--- src/rtl/irpd_pkg.sv ---
// irpd_pkg: shared types, constants and window functions for the ir remote pulse decoder
// used by irpd_window_match and ir_remote_pulse_decoder; no dependencies
`default_nettype none

package irpd_pkg;

    // field widths
    localparam int TIME_W  = 32;
    localparam int GAP_W   = 16;
    localparam int UNIT_W  = 12;
    localparam int SHIFT_W = 32;
    localparam int CNT_W   = 6;
    localparam int CODE_W  = 16;
    localparam int CHAN_W  = 2;
    localparam int EV_W    = 2;
    localparam int WIN_W   = 18;

    // reset values of the unit registers
    localparam logic [UNIT_W-1:0] NEC_UNIT_RST = 12'd562;
    localparam logic [UNIT_W-1:0] ANA_UNIT_RST = 12'd350;

    // configuration register indexes
    localparam int CFG_IDX_W = 2;
    localparam logic [CFG_IDX_W-1:0] REG_NEC_UNIT = 2'd0;
    localparam logic [CFG_IDX_W-1:0] REG_ANA_UNIT = 2'd1;

    // event codes
    localparam logic [EV_W-1:0] EV_NONE   = 2'd0;
    localparam logic [EV_W-1:0] EV_NEC    = 2'd1;
    localparam logic [EV_W-1:0] EV_REPEAT = 2'd2;
    localparam logic [EV_W-1:0] EV_ANALOG = 2'd3;

    // nec frame constants
    localparam logic [CNT_W-1:0]   NEC_FRAME_BITS = 6'd32;
    localparam logic [SHIFT_W-1:0] NEC_CPL_MASK   = 32'h00FF00FF;

    // decoder phase, one-hot
    typedef enum logic [6:0] {
        PH_H_IDLE = 7'b0000001,
        PH_H_HDR  = 7'b0000010,
        PH_H_BIT  = 7'b0000100,
        PH_H_ANA  = 7'b0001000,
        PH_L_HDR  = 7'b0010000,
        PH_L_BIT  = 7'b0100000,
        PH_L_ANA  = 7'b1000000
    } phase_t;

    // window hits for the current gap
    typedef struct packed {
        logic nec16;
        logic nec8;
        logic nec4;
        logic nec3;
        logic nec1;
        logic ana3;
        logic ana2;
        logic ana1;
    } match_t;

    // gap within d - tol .. d + tol
    function automatic logic win_hit(
        input logic [WIN_W-1:0] gap,
        input logic [WIN_W-1:0] d,
        input logic [WIN_W-1:0] tol
    );
        win_hit = ((gap + tol) >= d) && (gap <= (d + tol));
    endfunction

    // nec window, tolerance d/4 + 1
    function automatic logic nec_hit(
        input logic [WIN_W-1:0] gap,
        input logic [WIN_W-1:0] d
    );
        nec_hit = win_hit(gap, d, (d >> 2) + 18'd1);
    endfunction

endpackage

`default_nettype wire

--- src/rtl/ir_remote_pulse_decoder.sv ---
// ir remote pulse decoder: one result per edge request; the result is registered behind
// its input accept edge (input register, then result register), with the phase update
// between the two registers; one edge per cycle sustained while m_tready stays high;
// input stalls only while both registers hold a request and m_tready is low
// reset: phase idle awaiting a falling edge, all decoder state zero, units 562 / 350
`default_nettype none

module ir_remote_pulse_decoder #(
    parameter int ANALOG_FRAME_BITS = 15
) (
    input  wire logic        clk,
    input  wire logic        rst_n,
    // edge requests
    input  wire logic        s_tvalid,
    output logic             s_tready,
    input  wire logic [31:0] s_tdata,   // [31:0] time_us
    input  wire logic        s_tuser,   // [0] rising
    // results
    output logic             m_tvalid,
    input  wire logic        m_tready,
    output logic [23:0]      m_tdata,   // [0] accepted, [1] expect_rising, [17:2] code,
                                        // [19:18] channel, [23:20] zero
    output logic [1:0]       m_tuser,   // [1:0] event_res
    // configuration
    input  wire logic        cfg_wr_en,
    input  wire logic [1:0]  cfg_index,
    input  wire logic [11:0] cfg_wdata
);

    localparam logic [irpd_pkg::CNT_W-1:0] ANA_EDGES =
        irpd_pkg::CNT_W'(2 * ANALOG_FRAME_BITS);

    // configuration registers
    logic [irpd_pkg::UNIT_W-1:0] nec_unit_reg;
    logic [irpd_pkg::UNIT_W-1:0] ana_unit_reg;

    // input register
    logic                        in_valid_reg;
    logic                        in_rising_reg;
    logic [irpd_pkg::TIME_W-1:0] in_time_reg;

    // decoder state
    irpd_pkg::phase_t             phase_reg, phase_next;
    logic [irpd_pkg::TIME_W-1:0]  last_reg, last_next;
    logic [irpd_pkg::SHIFT_W-1:0] shift_reg, shift_next;
    logic [irpd_pkg::CNT_W-1:0]   count_reg, count_next;
    logic [irpd_pkg::CODE_W-1:0]  held_reg, held_next;
    logic [irpd_pkg::CHAN_W-1:0]  chan_reg, chan_next;

    // result register
    logic                         out_valid_reg;
    logic                         out_acc_reg;
    logic                         out_exp_reg;
    logic [irpd_pkg::EV_W-1:0]    out_ev_reg;
    logic [irpd_pkg::CODE_W-1:0]  out_code_reg;
    logic [irpd_pkg::CHAN_W-1:0]  out_chan_reg;

    logic                         advance;
    logic                         exp_rising;
    logic                         take;
    logic                         cpl_ok;
    logic [irpd_pkg::TIME_W-1:0]  span;
    logic [irpd_pkg::GAP_W-1:0]   gap;
    logic [irpd_pkg::EV_W-1:0]    ev;
    logic [irpd_pkg::SHIFT_W-1:0] ana_shift;
    logic [irpd_pkg::CNT_W-1:0]   ana_count;
    logic [irpd_pkg::CODE_W-1:0]  frame;
    logic [irpd_pkg::CHAN_W-1:0]  frame_chan;
    irpd_pkg::match_t             hits;

    // handshake: the input stage moves when the result register is free or drains
    assign advance  = in_valid_reg && (!out_valid_reg || m_tready);
    assign s_tready = !in_valid_reg || advance;

    // configuration writes
    always_ff @(posedge clk or negedge rst_n)
    begin
        if (!rst_n)
        begin
            nec_unit_reg <= irpd_pkg::NEC_UNIT_RST;
            ana_unit_reg <= irpd_pkg::ANA_UNIT_RST;
        end
        else if (cfg_wr_en)
        begin
            if (cfg_index == irpd_pkg::REG_NEC_UNIT)
                nec_unit_reg <= cfg_wdata;
            else if (cfg_index == irpd_pkg::REG_ANA_UNIT)
                ana_unit_reg <= cfg_wdata;
        end
    end

    // input register
    always_ff @(posedge clk or negedge rst_n)
    begin
        if (!rst_n)
            in_valid_reg <= 1'b0;
        else if (s_tready)
            in_valid_reg <= s_tvalid;
    end

    always_ff @(posedge clk)
    begin
        if (s_tvalid && s_tready)
        begin
            in_rising_reg <= s_tuser;
            in_time_reg   <= s_tdata;
        end
    end

    // polarity expected by the current phase
    assign exp_rising = (phase_reg == irpd_pkg::PH_L_HDR) ||
                        (phase_reg == irpd_pkg::PH_L_BIT) ||
                        (phase_reg == irpd_pkg::PH_L_ANA);
    assign take = advance && (in_rising_reg == exp_rising);

    // saturated gap since the last accepted edge
    assign span = in_time_reg - last_reg;
    assign gap  = (span[irpd_pkg::TIME_W-1:irpd_pkg::GAP_W] != '0) ? '1
                                                                   : span[irpd_pkg::GAP_W-1:0];

    irpd_window_match u_match (
        .gap      (gap),
        .nec_unit (nec_unit_reg),
        .ana_unit (ana_unit_reg),
        .hits     (hits)
    );

    // nec address and command complement check
    assign cpl_ok = (((shift_reg >> 8) ^ shift_reg) & irpd_pkg::NEC_CPL_MASK)
                    == irpd_pkg::NEC_CPL_MASK;

    // analog pulse step: short pulse adds a one on even counts, long pulse a zero
    always_comb
    begin
        ana_shift = shift_reg;
        ana_count = count_reg;
        if (hits.ana1)
        begin
            if (!count_reg[0])
                ana_shift = {shift_reg[irpd_pkg::SHIFT_W-2:0], 1'b1};
            ana_count = count_reg + 6'd1;
        end
        else if (hits.ana2)
        begin
            ana_shift = {shift_reg[irpd_pkg::SHIFT_W-2:0], 1'b0};
            ana_count = count_reg + 6'd2;
        end
    end

    assign frame      = ana_shift[irpd_pkg::CODE_W-1:0];
    assign frame_chan = frame[14:13];

    // phase machine
    always_comb
    begin
        phase_next = phase_reg;
        last_next  = last_reg;
        shift_next = shift_reg;
        count_next = count_reg;
        held_next  = held_reg;
        chan_next  = chan_reg;
        ev         = irpd_pkg::EV_NONE;
        if (take)
        begin
            last_next = in_time_reg;
            case (phase_reg)
                irpd_pkg::PH_L_HDR:
                begin
                    if (hits.nec16)
                        phase_next = irpd_pkg::PH_H_HDR;
                    else if (hits.ana3)
                    begin
                        shift_next = '0;
                        count_next = '0;
                        phase_next = irpd_pkg::PH_H_ANA;
                    end
                    else
                        phase_next = irpd_pkg::PH_H_IDLE;
                end
                irpd_pkg::PH_H_HDR:
                begin
                    phase_next = irpd_pkg::PH_H_IDLE;
                    if (hits.nec8)
                    begin
                        shift_next = '0;
                        count_next = '0;
                        phase_next = irpd_pkg::PH_L_BIT;
                    end
                    else if (hits.nec4 && (held_reg != '0))
                        ev = irpd_pkg::EV_REPEAT;
                end
                irpd_pkg::PH_L_BIT:
                begin
                    phase_next = irpd_pkg::PH_H_IDLE;
                    if (hits.nec1)
                    begin
                        if (count_reg < irpd_pkg::NEC_FRAME_BITS)
                            phase_next = irpd_pkg::PH_H_BIT;
                        else if (cpl_ok)
                        begin
                            held_next = {8'd0, shift_reg[23:16]};
                            ev        = irpd_pkg::EV_NEC;
                        end
                    end
                end
                irpd_pkg::PH_H_BIT:
                begin
                    phase_next = irpd_pkg::PH_L_BIT;
                    count_next = count_reg + 6'd1;
                    shift_next = {hits.nec3, shift_reg[irpd_pkg::SHIFT_W-1:1]};
                    if (!hits.nec3 && !hits.nec1)
                        phase_next = irpd_pkg::PH_H_IDLE;
                end
                irpd_pkg::PH_H_ANA, irpd_pkg::PH_L_ANA:
                begin
                    if (!hits.ana1 && !hits.ana2)
                        phase_next = irpd_pkg::PH_H_IDLE;
                    else
                    begin
                        shift_next = ana_shift;
                        count_next = ana_count;
                        if (ana_count < ANA_EDGES)
                            phase_next = (phase_reg == irpd_pkg::PH_L_ANA) ?
                                         irpd_pkg::PH_H_ANA : irpd_pkg::PH_L_ANA;
                        else
                        begin
                            phase_next = irpd_pkg::PH_H_IDLE;
                            if (chan_reg == '0)
                                chan_next = frame_chan;
                            else if (frame_chan == chan_reg)
                            begin
                                held_next = frame;
                                ev        = irpd_pkg::EV_ANALOG;
                            end
                        end
                    end
                end
                default:
                    phase_next = irpd_pkg::PH_L_HDR;
            endcase
        end
    end

    // decoder state
    always_ff @(posedge clk or negedge rst_n)
    begin
        if (!rst_n)
        begin
            phase_reg <= irpd_pkg::PH_H_IDLE;
            last_reg  <= '0;
            shift_reg <= '0;
            count_reg <= '0;
            held_reg  <= '0;
            chan_reg  <= '0;
        end
        else
        begin
            phase_reg <= phase_next;
            last_reg  <= last_next;
            shift_reg <= shift_next;
            count_reg <= count_next;
            held_reg  <= held_next;
            chan_reg  <= chan_next;
        end
    end

    // result register
    always_ff @(posedge clk or negedge rst_n)
    begin
        if (!rst_n)
            out_valid_reg <= 1'b0;
        else if (advance)
            out_valid_reg <= 1'b1;
        else if (m_tready)
            out_valid_reg <= 1'b0;
    end

    always_ff @(posedge clk)
    begin
        if (advance)
        begin
            out_acc_reg  <= take;
            out_exp_reg  <= (phase_next == irpd_pkg::PH_L_HDR) ||
                            (phase_next == irpd_pkg::PH_L_BIT) ||
                            (phase_next == irpd_pkg::PH_L_ANA);
            out_ev_reg   <= ev;
            out_code_reg <= held_next;
            out_chan_reg <= chan_next;
        end
    end

    assign m_tvalid = out_valid_reg;
    assign m_tdata  = {4'd0, out_chan_reg, out_code_reg, out_exp_reg, out_acc_reg};
    assign m_tuser  = out_ev_reg;

`ifndef SYNTHESIS
    // an empty result register never blocks new requests
    assert property (@(posedge clk) disable iff (!rst_n) !m_tvalid |-> s_tready)
        else $error("input stalled with empty result register");

    // events come only from accepted edges
    assert property (@(posedge clk) disable iff (!rst_n)
        m_tvalid && (m_tuser != irpd_pkg::EV_NONE) |-> m_tdata[0])
        else $error("event reported for an ignored edge");

    // a repeat needs a held code
    assert property (@(posedge clk) disable iff (!rst_n)
        m_tvalid && (m_tuser == irpd_pkg::EV_REPEAT) |-> (m_tdata[17:2] != '0))
        else $error("repeat reported without held code");

    // an analog frame carries the locked channel
    assert property (@(posedge clk) disable iff (!rst_n)
        m_tvalid && (m_tuser == irpd_pkg::EV_ANALOG) |->
            (m_tdata[19:18] != '0) && (m_tdata[16:15] == m_tdata[19:18]))
        else $error("analog frame channel mismatch");
`endif

endmodule

`default_nettype wire

--- src/rtl/irpd_window_match.sv ---
// irpd_window_match: matches one edge gap against all nec and analog timing windows
// depends on irpd_pkg
`default_nettype none

module irpd_window_match (
    input  wire logic [irpd_pkg::GAP_W-1:0]  gap,
    input  wire logic [irpd_pkg::UNIT_W-1:0] nec_unit,
    input  wire logic [irpd_pkg::UNIT_W-1:0] ana_unit,
    output irpd_pkg::match_t                 hits
);

    logic [irpd_pkg::WIN_W-1:0] gap_w;
    logic [irpd_pkg::WIN_W-1:0] t1;
    logic [irpd_pkg::WIN_W-1:0] a1;
    logic [irpd_pkg::WIN_W-1:0] a_tol;

    assign gap_w = irpd_pkg::WIN_W'(gap);
    assign t1    = irpd_pkg::WIN_W'(nec_unit);
    assign a1    = irpd_pkg::WIN_W'(ana_unit);
    assign a_tol = a1 >> 1;

    // nominal lengths are shifts and one add of the unit
    assign hits.nec16 = irpd_pkg::nec_hit(gap_w, t1 << 4);
    assign hits.nec8  = irpd_pkg::nec_hit(gap_w, t1 << 3);
    assign hits.nec4  = irpd_pkg::nec_hit(gap_w, t1 << 2);
    assign hits.nec3  = irpd_pkg::nec_hit(gap_w, t1 + (t1 << 1));
    assign hits.nec1  = irpd_pkg::nec_hit(gap_w, t1);

    // analog windows, tolerance half a unit
    assign hits.ana3 = irpd_pkg::win_hit(gap_w, a1 + (a1 << 1), a_tol);
    assign hits.ana2 = irpd_pkg::win_hit(gap_w, a1 << 1, a_tol);
    assign hits.ana1 = irpd_pkg::win_hit(gap_w, a1, a_tol);

endmodule

`default_nettype wire

--- config.mk ---
export PLATFORM = sky130hd
export DESIGN_NAME = ir_remote_pulse_decoder
export DESIGN_NICKNAME = d
export VERILOG_FILES = /design/src/rtl/irpd_pkg.sv /design/src/rtl/ir_remote_pulse_decoder.sv /design/src/rtl/irpd_window_match.sv
export SDC_FILE = /design/constraint.sdc
export NUM_CORES = 1
export LEC_CHECK = 0
export BUFFER_PORTS_ARGS = -buffer_cell sky130_fd_sc_hd__buf_4
export CORE_ASPECT_RATIO = 1.4
export CORE_MARGIN = 10
export CORE_UTILIZATION = 65
export CTS_CLUSTER_SIZE = 25
export DETAILED_ROUTE_END_ITERATION = 8
export HOLD_SLACK_MARGIN = 0.15
export PLACE_DENSITY_LB_ADDON = 0.05
export SKIP_LAST_GASP = 1
export SYNTH_ARGS = -nofsm -noshare
export SYNTH_HDL_FRONTEND = slang
export SYNTH_HIERARCHICAL = 1
export SYNTH_SLANG_ARGS = --single-unit
--- constraint.sdc ---
create_clock -name clk -period 24.6 [get_ports clk]
set_clock_uncertainty 0.1 [all_clocks]
set_input_delay 1.23 -clock clk [delete_from_list [all_inputs] [get_ports clk]]
set_output_delay 1.23 -clock clk [all_outputs]
set_load 0.05 [all_outputs]
# Yosys cells after proc, flatten, opt, wreduce, memory -nomap -nowiden
# Cells that the tools add are included.
[totals] regBits=176 input_bits=52 output_inout_bits=28 elab_cells=171
[op_classes] addsub=24 order_cmp=18 n_eq_ne=19 n_mux=53 bitwise=2 reduce_logical=37
[ops] cell="$mux 32" count=7
[ops] cell="$mux 16" count=9
[ops] cell="$pmux 32 s4" count=1
[ops] cell="$add 16x18->18" count=6
[ops] cell="$le 16x18->1" count=6
[ops] cell="$mux 6" count=8
[ops] cell="$ge 18x18->1" count=2
[ops] cell="$pmux 7 s5" count=1
[ops] cell="$pmux 16 s2" count=1
[ops] cell="$reduce_bool 16->1" count=2
[ops] cell="$sub 32x32->32" count=1
[ops] cell="$add 12x13->14" count=2
[ops] cell="$mux 7" count=4
[ops] cell="$pmux 6 s4" count=1
[ops] cell="$xor 24x24->24" count=1
[ops] cell="$mux 2" count=11
[ops] cell="$add 12x18->18" count=1
[ops] cell="$add 14x18->18" count=1
[ops] cell="$add 15x18->18" count=1
[ops] cell="$add 18x11->18" count=1
[ops] cell="$add 18x18->18" count=1
[ops] cell="$ge 18x12->1" count=1
[ops] cell="$ge 18x13->1" count=1
[ops] cell="$ge 18x14->1" count=1
[ops] cell="other kinds (45)" count=82

# Logic depth before layout (Yosys ltp)
# Gate-level depths: netlist of the first run.
[logic_depth] depth_word=16 mapped_depth=38 depth_no_buf=35

# Hierarchy
# Netlist of the first run, hierarchy kept.
[modules_own_cells] mod="irpd_window_match" n_inst=1 cells_each=1529 area_each_um2=12056.6 seq_area_each_um2=0.0
[modules_own_cells] mod="ir_remote_pulse_decoder" n_inst=1 cells_each=980 area_each_um2=9744.3 seq_area_each_um2=4693.3

# Least setup slack after synthesis of the first run
# Ideal clock, no wire load.
[synth_timing] path_type="reg-to-reg" start="register in_time_reg[2] (netlist name)" end="register out_code_reg[15] (netlist name) (data pin)" setup_ns=0.261 t_arrival_ns=8.414 required_time_ns=24.239 path_slack_ns=15.825 path_stages_with_launch=33 path_buffers=2 period_less_slack_ns=8.775 cell_sequence="edfxtp_1 ha_1 nor2b_1 o2111a_1 o311a_1 o31ai_1 mux2_2 a211oi_1 nand4_1 nor4_4 nand4_1 fa_1 a211oi_1 o21ai_1 a2111oi_2 nor2_1 a21oi_1 xnor2_1 ha_1 a21o_1 a21oi_1 o221a_2 nor3_2 buf_2 nand3b_1 a21oi_1 a21boi_1 o31ai_1 or4_1 or2_1 or3_1 buf_2 a32o_1"
[synth_lines] element="start: declaration" line="ir_remote_pulse_decoder.sv:40" rtl="logic [irpd_pkg::TIME_W-1:0] in_time_reg;"
[synth_lines] element="start signal: assignment" line="ir_remote_pulse_decoder.sv:106" rtl="in_time_reg <= s_tdata;"
[synth_lines] element="end signal: assignment" line="ir_remote_pulse_decoder.sv:287" rtl="out_code_reg <= held_next;"
[synth_lines] element="end: declaration" line="ir_remote_pulse_decoder.sv:55" rtl="logic [irpd_pkg::CODE_W-1:0] out_code_reg;"

==> results of run 1 <==
## metrics by stage
stage | util [%] | hold WS [ps]
after global routing | 70.6 | 419
after detailed placement | 68.8 | 385
after floorplan | - | 349
after global placement | 68.8 | 360
final | 70.6 | 389
after CTS | 70.6 | 391
## final timing paths
path	to	slack [ps]	cells after the start
setup / recovery	out_code_reg[7]	14170	34
hold reg to reg	last_reg[4]	390	2
setup reg to reg	out_code_reg[7]	14170	34
min in group asynchronous	last_reg[18]	660	1
max in group asynchronous	shift_reg[21]	22310	2
hold / removal	last_reg[4]	390	2
## layer usage
metal	track usage, %	vias to the layer above	routed length [um]	part of all wire [%]
met5	0	-	0	0
met4	18.8	0	4140	6.4
met3	4.65	232	3580	5.5
met2	54.3	720	31700	49
met1	33.8	9590	25000	39
li1	-	9437	-	-
## logic make-up (layout without fill, tap and decap cells)
| kind of cell | after synthesis | in the layout | share of synthesized area [%] |
|---|---|---|---|
| compound gates | 768 | 768 | 23.4 |
| xor+xnor | 199 | 199 | 8.13 |
| fa+ha+maj | 423 | 423 | 24.7 |
| buf+inv | 223 | 287 | 4.12 |
| flops | 176 | 176 | 21.5 |
| mux | 44 | 44 | 2.18 |
| other cells | 1 | 4 | 0.0172 |
| simple gates | 675 | 675 | 15.9 |
## final cells by class
class                           instances  area, sq um  share of cell area (%)
Timing Repair Buffer                  107          803                    3.43
Multi-Input combinational cell       2113        16200                    69.3
Sequential cell                       176         4690                    20.0
Clock buffer                           18          429                    1.83
Inverter                              148          556                    2.37
Tap cell                              445          557                    2.37
Clock inverter                         14          170                   0.726
## power by group through the flow
stage	sequential (mW)	clock [mW]	combinational (mW)
after floorplan	0.402	0	1.72
after global routing	0.411	0.293	2.52
after global placement	0.409	0	2.12
after CTS	0.405	0.284	2.21
final	0.406	0.279	2.24
after detailed placement	0.411	0	2.20
## critical path, delay by kind of cell, from the launching register on
kind            cells  cell delay (ps)
simple gates       11             4050
buf+inv             2              330
flops               1              360
compound gates     14             3330
mux                 1              380
fa+ha+maj           5             1400
xor+xnor            1              140
## layout by cell type, fill, tap and decap left out, types with 35 or more instances in the layout
cell / netlist / layout
a21o_1: 85 / 85
a21oi_1: 180 / 180
buf_4: 7 / 107
dfrtp_1: 110 / 110
edfxtp_1: 55 / 55
ha_1: 410 / 410
inv_1: 146 / 145
nand2_1: 182 / 182
nand2b_1: 35 / 35
nand3_1: 65 / 65
nand4_1: 51 / 51
nor2_1: 138 / 137
nor2b_1: 42 / 42
nor3_1: 38 / 38
o21a_1: 61 / 61
o21ai_0: 177 / 177
xnor2_1: 127 / 127
xor2_1: 68 / 68
==> impl_metrics.yaml, run 1 <==
status:
  status: "complete, no violations"
setup_path:
  r2r-start: "in_time_reg[0]"
  worstPathArrival_ps: 10470
  startpoint: "in_time_reg[0]"
  cpMaxStageDelayCell: "nor4_4"
  crit_path_end_kind: "flip-flop"
  cp.required_ps: 24640
  crit_fanout: 30
  crit_type: "flip-flop to flip-flop"
  start_kind: "flip-flop"
  critPathMaxStageDelay_ps: 780
  cp_common_cell: "ha_1"
power_and_ir_drop:
  ir_drop_mv: 0.0672
  totalPowerFinal_mw: 2.93
  p_int_mw: 1.48
  power_switching_mw: 1.45
  p_sw_share_pct: 49.5
  leakage_nw: 10.4
  p_seq_share_pct: 13.9
  comb_power_share_pct: 76.6
  p_clk_share_pct: 9.5
  power_density_mw_per_mm2: 125
global_routing:
  antenna_found_initial: 0
  grt_overflow_total: 0
  grt_pass1_vias: 20600
  grt_first_pass_wirelength_um: 104000
  grt_max_degree: 79
  track_usage_pct: 30.7
logic_synthesis:
  netlist_instances: 2509
  synth_top_area_share_pct: 23.5
  synth_edf_count: 55
  yosysWarnings: 6
  synthFlopType: "dfrtp_1"
  synth_cell_types: 103
  syn_avg_cell_area_sq_um: 8.69
  synth_area_sq_mm: 0.0218
  synth.cells.most_frequent: "410 x ha_1, 182 x nand2_1, 180 x a21oi_1, 177 x o21ai_0, 146 x inv_1"
  synth-seq-cells: 176
  yosysMostFrequentCell: "ha_1"
  netlist_top_cells_area: "ha_1 24%, dfrtp_1 13%, edfxtp_1 7.6%"
  seq_area_frac_synth_pct: 21.5
  ys_async_sr_fraction_pct: 68.8
  synth_top_area_cell: "ha_1"
detailed_routing:
  wl_per_cell_um: 21.3
  num_vias: 20000
  ant_nets: 0
  route.detailed.drc: 0
  wl_um: 64500
  first_pass_iters: 8
  vias_per_cell: 6.61
  drt_iter0_markers: 1066
cts:
  cts_root_buf: "clkbuf_16"
  holdBufCountCts: 0
  htreeDepth: 4
  clockBufferDepth: 2
  cts_tree: "done"
  numCtsBuffers: 17
  cts_resized: 0
  cts_setup_buffers: 0
  clk_pin_slew_ps: 80
  clock_latency_ps: 460
  cts_num_sinks: 176
layout:
  n_fill_cell: 2733
  layout.nets: 3038
  fin_cells: 3021
  drive_above_1_share_pct: 9.05
  areaGrowthSynthToFinish_pct: 7.54
  n_antenna_cell: 0
  fin_area_sq_mm: 0.0234
floorplanning:
  core_area_sq_mm: 0.0332
  die_area_sq_mm: 0.0414
  row_count: 79
  start_util_pct: 65.6
  die_h_um: 237
  chipWidth_um: 175
  num_io_pins: 80
min_path:
  min_path_type: "flip-flop to flip-flop"
  holdCritStartpoint: "in_time_reg[4]"
sta:
  tightest_slew_ps: 1230
  fin_ws_ps: 14170
  max_freq_ghz: 0.0959
  tns_ps: 0
  finalCritPeriodShare_pct: 42.4
  max_slew_margin_pct: 18.0
  hold_violations: 0
  slew_viol_final: 0
  rsz0062_at_grt: "no"
  fin_crit_ps: 10430
  setup_viol: 0
placement:
  dp_hpwl_um: 48800
  dp.cells: 2989
  pre_cts_slack_ps: 14310
  gp_congestion: 0.971
  dpl_cell_area_sq_mm: 0.0228
  port_buffers: 75
run:
  max_cap_viol_count: 0
(Power assumes the default switching activity.)
==> inputs of run 2 (changes only) <==
Settings changed: CORE_UTILIZATION 65 to 59.
Clock period 24.6 ns to 9.5 ns, I/O delays scaled along.
==> run 2 against run 1 <==
Combinational power increased to 2.6 times the previous value. Largest cell class unchanged. Via count decreased by 0.59%. Worst setup slack got worse by 14000 ps.
==> impl_metrics.yaml, run 2 (synthesized netlist as in run 1, its figures left out) <==
floorplanning:
  num_io_pins: 80
  die_area_sq_mm: 0.0451
  chipWidth_um: 182
  row_count: 83
  start_util_pct: 59.6
  core_area_sq_mm: 0.0366
  die_h_um: 247
cts:
  numCtsBuffers: 17
  cts_root_buf: "clkbuf_16"
  cts_tree: "done"
  clock_latency_ps: 470
  clk_pin_slew_ps: 80
  cts_num_sinks: 176
  clockBufferDepth: 2
  htreeDepth: 4
sta:
  fin_crit_ps: 9090
  slew_viol_final: 0
  tightest_slew_ps: 944
  hold_violations: 0
  setup_viol: 0
  tns_ps: 0
  max_slew_margin_pct: 36.8
  finalCritPeriodShare_pct: 95.7
  hold-worst-slack_ps: 167
  max_freq_ghz: 0.110
setup_path:
  crit_path_end_kind: "flip-flop"
  worstPathArrival_ps: 9160
  cpMaxStageDelayCell: "or4_4"
  start_kind: "flip-flop"
  crit_type: "flip-flop to flip-flop"
  cp.required_ps: 9570
  crit_fanout: 8
  critPathMaxStageDelay_ps: 560
power_and_ir_drop:
  ir_drop_mv: 0.159
  p_int_mw: 3.82
  comb_power_share_pct: 76.7
  leakage_nw: 10.6
  power_density_mw_per_mm2: 316
  power_switching_mw: 3.78
  p_clk_share_pct: 9.6
  p_sw_share_pct: 49.7
  p_seq_share_pct: 13.7
global_routing:
  grt_pass1_vias: 19900
  grt_overflow_total: 0
  grt_first_pass_wirelength_um: 101000
  grt_max_degree: 73
  antenna_found_initial: 0
  top_usage_layer: "met2"
  use_met2_pct: 49.8
  track_usage_pct: 27.5
  use_met3_pct: 3.92
  use_met1_pct: 31.3
placement:
  dpl_cell_area_sq_mm: 0.0230
  port_buffers: 75
  gp_congestion: 0.920
  dp_hpwl_um: 48900
detailed_routing:
  ant_nets: 0
  vias_per_cell: 6.41
  wl_um: 63700
  drt_iter0_markers: 1169
  first_pass_iters: 6
  route.detailed.drc: 0
  num_vias: 19900
  wl_per_cell_um: 20.5
layout:
  register_area_sq_mm: 0.00469
  fin_area_sq_mm: 0.0241
  final_common_cell: "ha_1"
  layout.nets: 3096
  n_antenna_cell: 0
  drive_above_1_share_pct: 9.68
  areaGrowthSynthToFinish_pct: 10.4
  n_fill_cell: 3056
  final_cell_mix: "409 x ha_1, 182 x nand2_1, 180 x a21oi_1"
  multi_input_area_sq_mm: 0.0163
min_path:
  min_path_type: "input port to flip-flop"
run:
  max_cap_viol_count: 0
status:
  status: "complete, no violations"
run 2: cell count changes in the layout (fill, tap and decap cells not counted), moves of 3 or more:
| cell | delta |
|---|---|
| inv_6 | +3 |
| clkinv_8 | +3 |
| dlygate4sd3_1 | +43 |
| buf_4 | +13 |
| or3_4 | +3 |
| clkinv_4 | -3 |
run 2: metal layers:
| metal | share of wire [%] | vias up |
|---|---|---|
| li1 | - | 9563 |
| met1 | 40 | 9549 |
| met2 | 51 | 582 |
| met3 | 4.9 | 168 |
| met4 | 4.6 | 0 |
| met5 | 0 | - |
run 2: layout make-up:
cell class	count	share of cell area (%)
flip-flops and latches	176	19.5
inverters	148	2.31
well taps	467	2.43
repair buffers	163	5.53
clock inverters	15	0.692
multi-input cells	2115	67.8
clock buffers	17	1.77
run 2: path summary, 6_finish.rpt:
kind                                      from               end  slack, ps  depth (start not counted)
max in group asynchronous                rst_n  nec_unit_reg[10]       7360                          3
worst min-delay path             cfg_wdata[10]  ana_unit_reg[10]        170                          2
worst max-delay path            in_time_reg[7]   out_code_reg[3]        410                         33
worst max register to register  in_time_reg[7]   out_code_reg[3]        410                         33
worst min register to register  in_time_reg[5]       last_reg[5]        390                          2
min in group asynchronous                rst_n     shift_reg[21]        490                          2
run 2: what timing repair did:
item / CTS / global route
endpoints found under the hold margin: 99 / 0
gates resized for setup: 1 / 13
setup buffers: 0 / 2
hold buffers: 43 / 0
setup endpoints to repair: 10 / 35
gates cloned: 0 / 2
pin swaps: 0 / 3
run 2: critical path: cells and delay by family (launching register included):
| kind | cells | cell delay [ps] |
|---|---|---|
| muxes | 1 | 360 |
| and+or+nand+nor | 8 | 2540 |
| DFF | 1 | 400 |
| xor gates and xnor gates | 1 | 200 |
| adders and majority gates | 3 | 1010 |
| AOI/OAI and AO/OA | 18 | 3740 |
| buffers and inverters | 2 | 440 |
run 2: metrics by stage:
stage	setup WS, ps	power, mW	instances	utilization, %
global placement	294	6.60	3022	62.8
CTS	26.3	7.56	3097	65.6
floorplan	725	5.50	2512	-
global route	-1.67	8.40	3101	65.8
detailed placement	-15.1	6.77	3022	62.8
finish	410	7.60	3101	65.8
run 2: power groups by stage:
stage / combinational (mW) / sequential [mW] / clock [mW]
after floorplan: 4.46 / 1.04 / 0
after global placement: 5.55 / 1.05 / 0
after detailed placement: 5.72 / 1.05 / 0
after CTS: 5.77 / 1.04 / 0.743
after global routing: 6.58 / 1.05 / 0.766
final: 5.83 / 1.04 / 0.731
